--- src/cfr_pkg.sv ---
// ----------------------------------------------------------------------------
// cfr_pkg
// Shared types, constants and the per-byte CRC-16 step for the channel frame
// receiver.
// ----------------------------------------------------------------------------
`timescale 1ns / 1ps
`default_nettype none

package cfr_pkg;

    localparam int BYTE_W  = 8;
    localparam int HDR_LEN = 3;
    localparam int CRC_LEN = 2;
    localparam int CH_BYTES = 8;

    localparam logic [15:0] CRC_INIT = 16'hFFFF;
    localparam logic [15:0] CRC_POLY = 16'hA001;

    localparam logic [7:0] HDR_CHAR_A = 8'h41;
    localparam logic [7:0] HDR_CHAR_N = 8'h4E;
    localparam logic [7:0] HDR_CHAR_S = 8'h53;

    typedef logic [1:0] frame_status_t;
    localparam frame_status_t FRAME_OK = 2'd0;
    localparam frame_status_t HDR_BAD  = 2'd1;
    localparam frame_status_t CRC_BAD  = 2'd2;

    typedef struct packed {
        logic          valid;
        frame_status_t status;
    } frame_done_t;

    function automatic logic [15:0] crc16_byte(input logic [15:0] crc_in,
                                               input logic [7:0]  data);
        logic [15:0] crc;
        crc = crc_in ^ {8'h00, data};
        for (int k = 0; k < 8; k++) begin
            if (crc[0]) begin
                crc = (crc >> 1) ^ CRC_POLY;
            end else begin
                crc = crc >> 1;
            end
        end
        return crc;
    endfunction

    function automatic logic [7:0] hdr_char(input logic [1:0] idx);
        logic [7:0] ch;
        case (idx)
            2'd0:    ch = HDR_CHAR_A;
            2'd1:    ch = HDR_CHAR_N;
            2'd2:    ch = HDR_CHAR_S;
            default: ch = 8'h00;
        endcase
        return ch;
    endfunction

endpackage

`default_nettype wire

--- src/channel_frame_receiver_top.sv ---
// ----------------------------------------------------------------------------
// channel_frame_receiver_top
// Receives framed serial bytes ("ANS" header, CHANNELS x 8 payload bytes,
// CRC-16/Modbus low byte first) and returns one item per channel, or one
// error item, at the end of each frame.
//
//   channel   dir   handshake           payload
//   s_        in    s_valid/s_ready     s_rx_byte, s_frame_start
//   m_        out   m_valid/m_ready     m_channel_index .. m_last_of_frame
//
// One byte is taken every cycle while s_ready is high. A frame's items are
// queued with its last byte and leave through the output register at one per
// cycle if m_ready allows. s_ready drops only when a frame's last byte is due
// while items of the previous frame are not all in the output register yet.
// Synchronous active-low reset; no clearing pass, payload store is not reset.
// ----------------------------------------------------------------------------
`timescale 1ns / 1ps
`default_nettype none

module channel_frame_receiver_top
    import cfr_pkg::*;
#(
    parameter int CHANNELS = 4
) (
    input  wire logic        aclk,
    input  wire logic        aresetn,
    input  wire logic        s_valid,
    output logic             s_ready,
    input  wire logic [7:0]  s_rx_byte,
    input  wire logic        s_frame_start,
    output logic             m_valid,
    input  wire logic        m_ready,
    output logic [1:0]       m_channel_index,
    output logic [18:0]      m_raw_reading,
    output logic [31:0]      m_calibrated_word,
    output logic [3:0]       m_gain_code,
    output logic             m_raw_positive,
    output logic [1:0]       m_frame_status,
    output logic             m_last_of_frame
);

    frame_done_t frame_done;
    logic        at_last;
    logic        q_busy;
    logic [CH_BYTES*CHANNELS-1:0][BYTE_W-1:0] payload;

    assign s_ready = !(at_last && q_busy);

    cfr_parser #(
        .CHANNELS(CHANNELS)
    ) u_parser (
        .aclk        (aclk),
        .aresetn     (aresetn),
        .byte_accept (s_valid && s_ready),
        .rx_byte     (s_rx_byte),
        .frame_start (s_frame_start),
        .done        (frame_done),
        .at_last     (at_last),
        .payload     (payload)
    );

    cfr_result_queue #(
        .CHANNELS(CHANNELS)
    ) u_queue (
        .aclk              (aclk),
        .aresetn           (aresetn),
        .done              (frame_done),
        .payload           (payload),
        .busy              (q_busy),
        .m_valid           (m_valid),
        .m_ready           (m_ready),
        .m_channel_index   (m_channel_index),
        .m_raw_reading     (m_raw_reading),
        .m_calibrated_word (m_calibrated_word),
        .m_gain_code       (m_gain_code),
        .m_raw_positive    (m_raw_positive),
        .m_frame_status    (m_frame_status),
        .m_last_of_frame   (m_last_of_frame)
    );

`ifndef NO_ASSERTIONS
    a_done_queue_free: assert property (@(posedge aclk) disable iff (!aresetn)
        frame_done.valid |-> !q_busy)
        else $error("frame completed while results still queued");

    a_stall_reason: assert property (@(posedge aclk) disable iff (!aresetn)
        !s_ready |-> (q_busy && at_last))
        else $error("input stalled without pending results");

    a_error_is_last: assert property (@(posedge aclk) disable iff (!aresetn)
        (m_valid && (m_frame_status != FRAME_OK)) |-> m_last_of_frame)
        else $error("error item not marked last");

    a_last_channel: assert property (@(posedge aclk) disable iff (!aresetn)
        (m_valid && m_last_of_frame && (m_frame_status == FRAME_OK))
            |-> (m_channel_index == 2'(CHANNELS - 1)))
        else $error("good frame ended on wrong channel");
`endif

endmodule

`default_nettype wire

--- src/cfr_parser.sv ---
// ----------------------------------------------------------------------------
// cfr_parser
// Byte-by-byte frame tracker: header check, running CRC-16/Modbus, capture of
// the channel payload, and the frame verdict on the last byte.
// ----------------------------------------------------------------------------
`timescale 1ns / 1ps
`default_nettype none

module cfr_parser
    import cfr_pkg::*;
#(
    parameter int CHANNELS = 4
) (
    input  wire logic                                   aclk,
    input  wire logic                                   aresetn,
    input  wire logic                                   byte_accept,
    input  wire logic [BYTE_W-1:0]                      rx_byte,
    input  wire logic                                   frame_start,
    output frame_done_t                                 done,
    output logic                                        at_last,
    output logic [CH_BYTES*CHANNELS-1:0][BYTE_W-1:0]    payload
);

    localparam int PAY_LEN   = CH_BYTES * CHANNELS;
    localparam int FRAME_LEN = HDR_LEN + PAY_LEN + CRC_LEN;
    localparam int POS_W     = $clog2(FRAME_LEN + 1);
    localparam int IDX_W     = $clog2(PAY_LEN);

    localparam logic [POS_W-1:0] POS_HDR_END = POS_W'(HDR_LEN);
    localparam logic [POS_W-1:0] POS_PAY_END = POS_W'(HDR_LEN + PAY_LEN);
    localparam logic [POS_W-1:0] POS_CRC_LO  = POS_W'(FRAME_LEN - 2);
    localparam logic [POS_W-1:0] POS_LAST    = POS_W'(FRAME_LEN - 1);
    localparam logic [POS_W-1:0] POS_IDLE    = POS_W'(FRAME_LEN);

    logic [POS_W-1:0]  pos_reg, pos_next;
    logic [15:0]       crc_reg, crc_next;
    logic              hdr_ok_reg, hdr_ok_next;
    logic [7:0]        crc_low_reg, crc_low_next;
    logic [BYTE_W-1:0] chan_bytes_reg [PAY_LEN];

    logic [POS_W-1:0]  pos_eff;
    logic [15:0]       crc_eff;
    logic              hdr_eff;
    logic [15:0]       crc_upd;
    logic              wr_en;
    logic [IDX_W-1:0]  wr_idx;

    always_comb begin
        pos_eff = frame_start ? '0 : pos_reg;
        crc_eff = frame_start ? CRC_INIT : crc_reg;
        hdr_eff = frame_start ? 1'b1 : hdr_ok_reg;
        crc_upd = crc16_byte(crc_eff, rx_byte);
        wr_idx  = IDX_W'(pos_eff - POS_HDR_END);

        pos_next     = pos_reg;
        crc_next     = crc_reg;
        hdr_ok_next  = hdr_ok_reg;
        crc_low_next = crc_low_reg;
        wr_en        = 1'b0;
        done         = '{valid: 1'b0, status: FRAME_OK};

        if (byte_accept && (pos_eff < POS_IDLE)) begin
            pos_next    = pos_eff + POS_W'(1);
            crc_next    = crc_eff;
            hdr_ok_next = hdr_eff;
            if (pos_eff < POS_HDR_END) begin
                if (rx_byte != hdr_char(pos_eff[1:0])) begin
                    hdr_ok_next = 1'b0;
                end
                crc_next = crc_upd;
            end else if (pos_eff < POS_PAY_END) begin
                wr_en    = 1'b1;
                crc_next = crc_upd;
            end else if (pos_eff == POS_CRC_LO) begin
                crc_low_next = rx_byte;
            end else begin
                done.valid = 1'b1;
                if (!hdr_eff) begin
                    done.status = HDR_BAD;
                end else if ((crc_low_reg != crc_eff[7:0]) ||
                             (rx_byte != crc_eff[15:8])) begin
                    done.status = CRC_BAD;
                end
            end
        end
    end

    always_ff @(posedge aclk) begin
        if (!aresetn) begin
            pos_reg     <= POS_IDLE;
            crc_reg     <= CRC_INIT;
            hdr_ok_reg  <= 1'b1;
            crc_low_reg <= '0;
        end else begin
            pos_reg     <= pos_next;
            crc_reg     <= crc_next;
            hdr_ok_reg  <= hdr_ok_next;
            crc_low_reg <= crc_low_next;
        end
    end

    always_ff @(posedge aclk) begin
        if (wr_en) begin
            chan_bytes_reg[wr_idx] <= rx_byte;
        end
    end

    always_comb begin
        for (int i = 0; i < PAY_LEN; i++) begin
            payload[i] = chan_bytes_reg[i];
        end
    end

    assign at_last = (pos_reg == POS_LAST);

endmodule

`default_nettype wire

--- src/cfr_result_queue.sv ---
// ----------------------------------------------------------------------------
// cfr_result_queue
// Holds a copy of a finished frame and hands its results out one per cycle
// through the output register while m_ready allows.
// ----------------------------------------------------------------------------
`timescale 1ns / 1ps
`default_nettype none

module cfr_result_queue
    import cfr_pkg::*;
#(
    parameter int CHANNELS = 4
) (
    input  wire logic                                   aclk,
    input  wire logic                                   aresetn,
    input  frame_done_t                                 done,
    input  wire logic [CH_BYTES*CHANNELS-1:0][BYTE_W-1:0] payload,
    output logic                                        busy,
    output logic                                        m_valid,
    input  wire logic                                   m_ready,
    output logic [1:0]                                  m_channel_index,
    output logic [18:0]                                 m_raw_reading,
    output logic [31:0]                                 m_calibrated_word,
    output logic [3:0]                                  m_gain_code,
    output logic                                        m_raw_positive,
    output logic [1:0]                                  m_frame_status,
    output logic                                        m_last_of_frame
);

    localparam int CNT_W = $clog2(CHANNELS + 1);

    logic [CHANNELS-1:0][CH_BYTES-1:0][BYTE_W-1:0] shadow_reg;
    logic [CNT_W-1:0]  pend_cnt_reg;
    logic [1:0]        ch_idx_reg;
    frame_status_t     status_reg;

    logic              m_valid_reg;
    logic [1:0]        m_channel_index_reg;
    logic [18:0]       m_raw_reading_reg;
    logic [31:0]       m_calibrated_word_reg;
    logic [3:0]        m_gain_code_reg;
    logic              m_raw_positive_reg;
    frame_status_t     m_frame_status_reg;
    logic              m_last_of_frame_reg;

    logic              load_out;
    logic [CH_BYTES-1:0][BYTE_W-1:0] head;

    assign busy     = (pend_cnt_reg != '0);
    assign load_out = busy && (!m_valid_reg || m_ready);
    assign head     = shadow_reg[0];

    always_ff @(posedge aclk) begin
        if (!aresetn) begin
            pend_cnt_reg <= '0;
            m_valid_reg  <= 1'b0;
        end else begin
            if (done.valid) begin
                pend_cnt_reg <= (done.status == FRAME_OK) ? CNT_W'(CHANNELS) : CNT_W'(1);
            end else if (load_out) begin
                pend_cnt_reg <= pend_cnt_reg - CNT_W'(1);
            end
            if (load_out) begin
                m_valid_reg <= 1'b1;
            end else if (m_ready) begin
                m_valid_reg <= 1'b0;
            end
        end
    end

    // done only arrives with the queue empty, so it never meets load_out
    always_ff @(posedge aclk) begin
        if (done.valid) begin
            status_reg <= done.status;
            ch_idx_reg <= '0;
            for (int c = 0; c < CHANNELS; c++) begin
                for (int k = 0; k < CH_BYTES; k++) begin
                    shadow_reg[c][k] <= payload[c*CH_BYTES + k];
                end
            end
        end else if (load_out) begin
            ch_idx_reg <= ch_idx_reg + 2'd1;
            for (int c = 0; c < CHANNELS - 1; c++) begin
                shadow_reg[c] <= shadow_reg[c+1];
            end
        end
    end

    always_ff @(posedge aclk) begin
        if (load_out) begin
            m_frame_status_reg  <= status_reg;
            m_last_of_frame_reg <= (pend_cnt_reg == CNT_W'(1));
            if (status_reg == FRAME_OK) begin
                m_channel_index_reg   <= ch_idx_reg;
                m_raw_reading_reg     <= {head[0], head[1], head[2][7:5]};
                m_calibrated_word_reg <= {head[6], head[5], head[4], head[3]};
                m_gain_code_reg       <= head[7][3:0];
                m_raw_positive_reg    <= head[7][4];
            end else begin
                m_channel_index_reg   <= '0;
                m_raw_reading_reg     <= '0;
                m_calibrated_word_reg <= '0;
                m_gain_code_reg       <= '0;
                m_raw_positive_reg    <= 1'b0;
            end
        end
    end

    assign m_valid           = m_valid_reg;
    assign m_channel_index   = m_channel_index_reg;
    assign m_raw_reading     = m_raw_reading_reg;
    assign m_calibrated_word = m_calibrated_word_reg;
    assign m_gain_code       = m_gain_code_reg;
    assign m_raw_positive    = m_raw_positive_reg;
    assign m_frame_status    = m_frame_status_reg;
    assign m_last_of_frame   = m_last_of_frame_reg;

endmodule

`default_nettype wire
--- config.mk ---
export PLATFORM = sky130hd
export DESIGN_NAME = channel_frame_receiver_top
export DESIGN_NICKNAME = d
export VERILOG_FILES = /design/src/cfr_pkg.sv /design/src/channel_frame_receiver_top.sv /design/src/cfr_parser.sv /design/src/cfr_result_queue.sv
export SDC_FILE = /design/constraint.sdc
export NUM_CORES = 1
export LEC_CHECK = 0
export BUFFER_PORTS_ARGS = -buffer_cell sky130_fd_sc_hd__buf_2
export CORE_UTILIZATION = 50
export CTS_CLUSTER_DIAMETER = 30
export CTS_CLUSTER_SIZE = 28
export DETAILED_ROUTE_END_ITERATION = 7
export PLACE_DENSITY = 0.77
export SYNTH_ARGS = -nofsm -noshare
export SYNTH_HDL_FRONTEND = slang
export SYNTH_SLANG_ARGS = --single-unit
--- constraint.sdc ---
create_clock -name aclk -period 15.6 [get_ports aclk]
set_input_delay 0.78 -clock aclk [delete_from_list [all_inputs] [get_ports aclk]]
set_output_delay 0.78 -clock aclk [all_outputs]
set_load 0.02 [all_outputs]
==> reports/qor.csv <==
metric,value,unit
hold_buffers,0,
cp_cell_sequence,"buf_2, buf_4, nand2b_1, inv_1, ha_1, o41ai_1, nand3_1, nor2b_1, nand2_1, nor2_1",
yosys_warnings,0,
seq_area,0.01609,sq mm
critical_path_class,input pin to flop,
dp.cells,2066,
ys_types,51,
layout_common_cells,"548 x nand2_1, 511 x edfxtp_1, 79 x clkbuf_16",
cp.arrival,5.33,ns
multi_input_area,0.004302,sq mm
place.gp.congestion,0.7867,
syn2layout_area_growth,16.90,%
worst_setup_path_start_kind,input pin,
cts.htree.levels,3,
drt_iter0_drc,1012,
p_sw,1.346,mW
start_util,50.79,%
cts.path.max_buffers,3,
grt_overflow,0,
drv_slew,0,
die_y,205.9,um
p_int,3.368,mW
worstPathRequired,15.81,ns
finish.utilization,59.38,%
viasPerCell,5.311,
diodes,0,
fillers,2871,
clk_pin_slew_worst_paths,0.06,ns
fin_skew,0.03103,ns
stdcell_area,0.02430,sq mm
hold_viol,0,
syn_avg_cell_area,13.65,sq um
grt_max_degree,134,
reg2regPathDepth,8,
max_slew_margin,19.79,%
vias,11759,
p_leak,9.221,nW
final-instance-count-excl-fill,2214,
tightestPinTransition,1.200,ns
layout.nets,1638,
cts.sinks,548,
io_buffers,75,
first_pass_iters,7,
grt_pass1_vias,11846,
total_power,4.713,mW
cts-resized-gates,0,
hp-class,flop to flop,
critPathMaxStageDelay,0.90,ns
post_cts_buffers,0,
die_x,205.9,um
p_per_area,194.0,mW/mm^2
drv_cap,0,
io_pins,76,
synthCells,1523,
final_common_cell,nand2_1,
finalWirelength,39990,um
yosysSeqAreaShare,77.38,%
dp_hpwl,20510,um
wl_per_cell,18.06,um
worstPathMaxFanout,57,
clockRootBuffer,clkbuf_16,
finalCriticalPeriod,5.117,ns
largest_reg_flops,224,
status,finished clean,
syn_area,0.02079,sq mm
setup_tns,0,ns
drtAntennaViolNets,0,
rsz0062_at_grt,false,
cp-end-kind,flop,
slowest_stage,nand3_1,
hold_start,u_parser.chan_bytes_reg[26][7]$_DFFE_PP_,
sw_frac_of_total,28.56,%
fmax,195.4,MHz
crit_start,s_frame_start,
grtUsageTotal,19.34,%
hold_depth,0,
cts_made_buffers,79,
place_area,0.02158,sq mm
drcViolationCount,0,
seqPwrFrac,46.9,%
synth_seq_cells,548,
drive_gt1_share,13.97,%
fin_crit_sh,32.80,%
die-area,0.04239,sq mm
ir_drop,0.1188,mV
core.rowCount,74,
design.core.area,0.04092,sq mm
r2r_start,u_parser.pos_reg[0]$_SDFFE_PN1P_,
cts_tree,done,
syn-num-nets,1546,
pwr-share-clk,37.8,%
antenna_found_initial,1,
grt_pass1_wl,62270,um
worst_skew_pair.late_latency,0.61,ns
p_comb_share,15.3,%
setup_viol,0,
-- critical path: cells and delay by family --
kind / cells / cell delay, ns
buffers and inverters: 3 / 0.69
AOI/OAI and AO/OA: 1 / 0.51
adders and majority gates: 1 / 0.44
and+or+nand+nor: 5 / 2.89
-- layout make-up --
| type | count | share of cell area (%) |
|---|---|---|
| repair buffers | 90 | 2.008 |
| inverters | 8 | 0.1442 |
| multi-input cells | 888 | 17.70 |
| well taps | 532 | 2.739 |
| flip-flops and latches | 548 | 66.20 |
| clock buffers | 88 | 8.316 |
| clock inverters | 60 | 2.894 |
-- metrics by stage --
stage	setup slack [ns]	hold slack, ns
finish	10.48	0.3912
global route	10.13	0.4065
CTS	10.56	0.3919
detailed placement	9.954	0.4045
global placement	10.09	0.4013
floorplan	6.821	0.4003
-- synth_stat cells, drive strengths merged --
library cell,instances,area share [%]
xnor2,28,1.2
o21bai,2,0.072
or3,3,0.090
a21oi,21,0.51
nor2,66,1.2
edfxtp,511,74
o41ai,2,0.084
nor4b,2,0.11
o22ai,6,0.18
a22oi,1,0.036
a41oi,1,0.042
o2111a,1,0.054
inv,8,0.14
nand4,2,0.13
o22a,1,0.042
nor3,15,0.36
ha,10,0.60
nand3,10,0.24
xnor3,1,0.11
o211ai,16,0.58
or4,1,0.054
a21boi,3,0.11
nand2b,6,0.18
nand2,548,9.9
and3,4,0.12
buf,50,1.4
nor4,8,0.24
mux2i,8,0.39
a221oi,1,0.072
clkbuf,29,0.52
o31ai,1,0.036
dfxtp,37,3.6
a31oi,6,0.18
nor4bb,3,0.14
o21a,1,0.036
and2,59,1.8
o21ai,13,0.31
a21o,3,0.11
xor2,16,0.67
mux2,1,0.054
nor2b,16,0.48
nor3b,2,0.072
-- power groups by stage --
stage | clock (mW) | sequential [mW] | combinational [mW]
global placement | 0 | 2.22 | 0.696
floorplan | 0 | 2.38 | 0.374
finish | 1.78 | 2.21 | 0.722
CTS | 1.80 | 2.21 | 0.729
detailed placement | 0 | 2.23 | 0.716
global route | 1.87 | 2.24 | 0.797
-- path summary, 6_finish.rpt --
path | endpoint | slack (ns)
min reg2reg | u_queue.shadow_reg[215]$_DFFE_PN_ | 0.39
max | u_parser.chan_bytes_reg[5][1]$_DFFE_PP_ | 10.48
min | u_queue.shadow_reg[215]$_DFFE_PN_ | 0.39
max reg2reg | u_parser.chan_bytes_reg[5][1]$_DFFE_PP_ | 10.96
-- kinds of logic after synthesis --
| logic type | share of synthesized area (%) |
|---|---|
| DFF | 77.38 |
| xor gates and xnor gates | 2.004 |
| muxes | 0.4394 |
| and+or+nand+nor | 15.10 |
| adders and majority gates | 0.6019 |
| buffers and inverters | 2.028 |
| AOI/OAI and AO/OA | 2.450 |
-- layer usage --
metal  wire length [um]  global-route usage, %  vias to the layer above
met2              20490                  33.65                      453
met4               1255                  8.561                        2
met1              15710                  23.10                     5723
met5                 12                      0                        -
li1                   -                      -                     5486
met3               2519                  4.163                       95
Power figures use the tool's default switching activity.
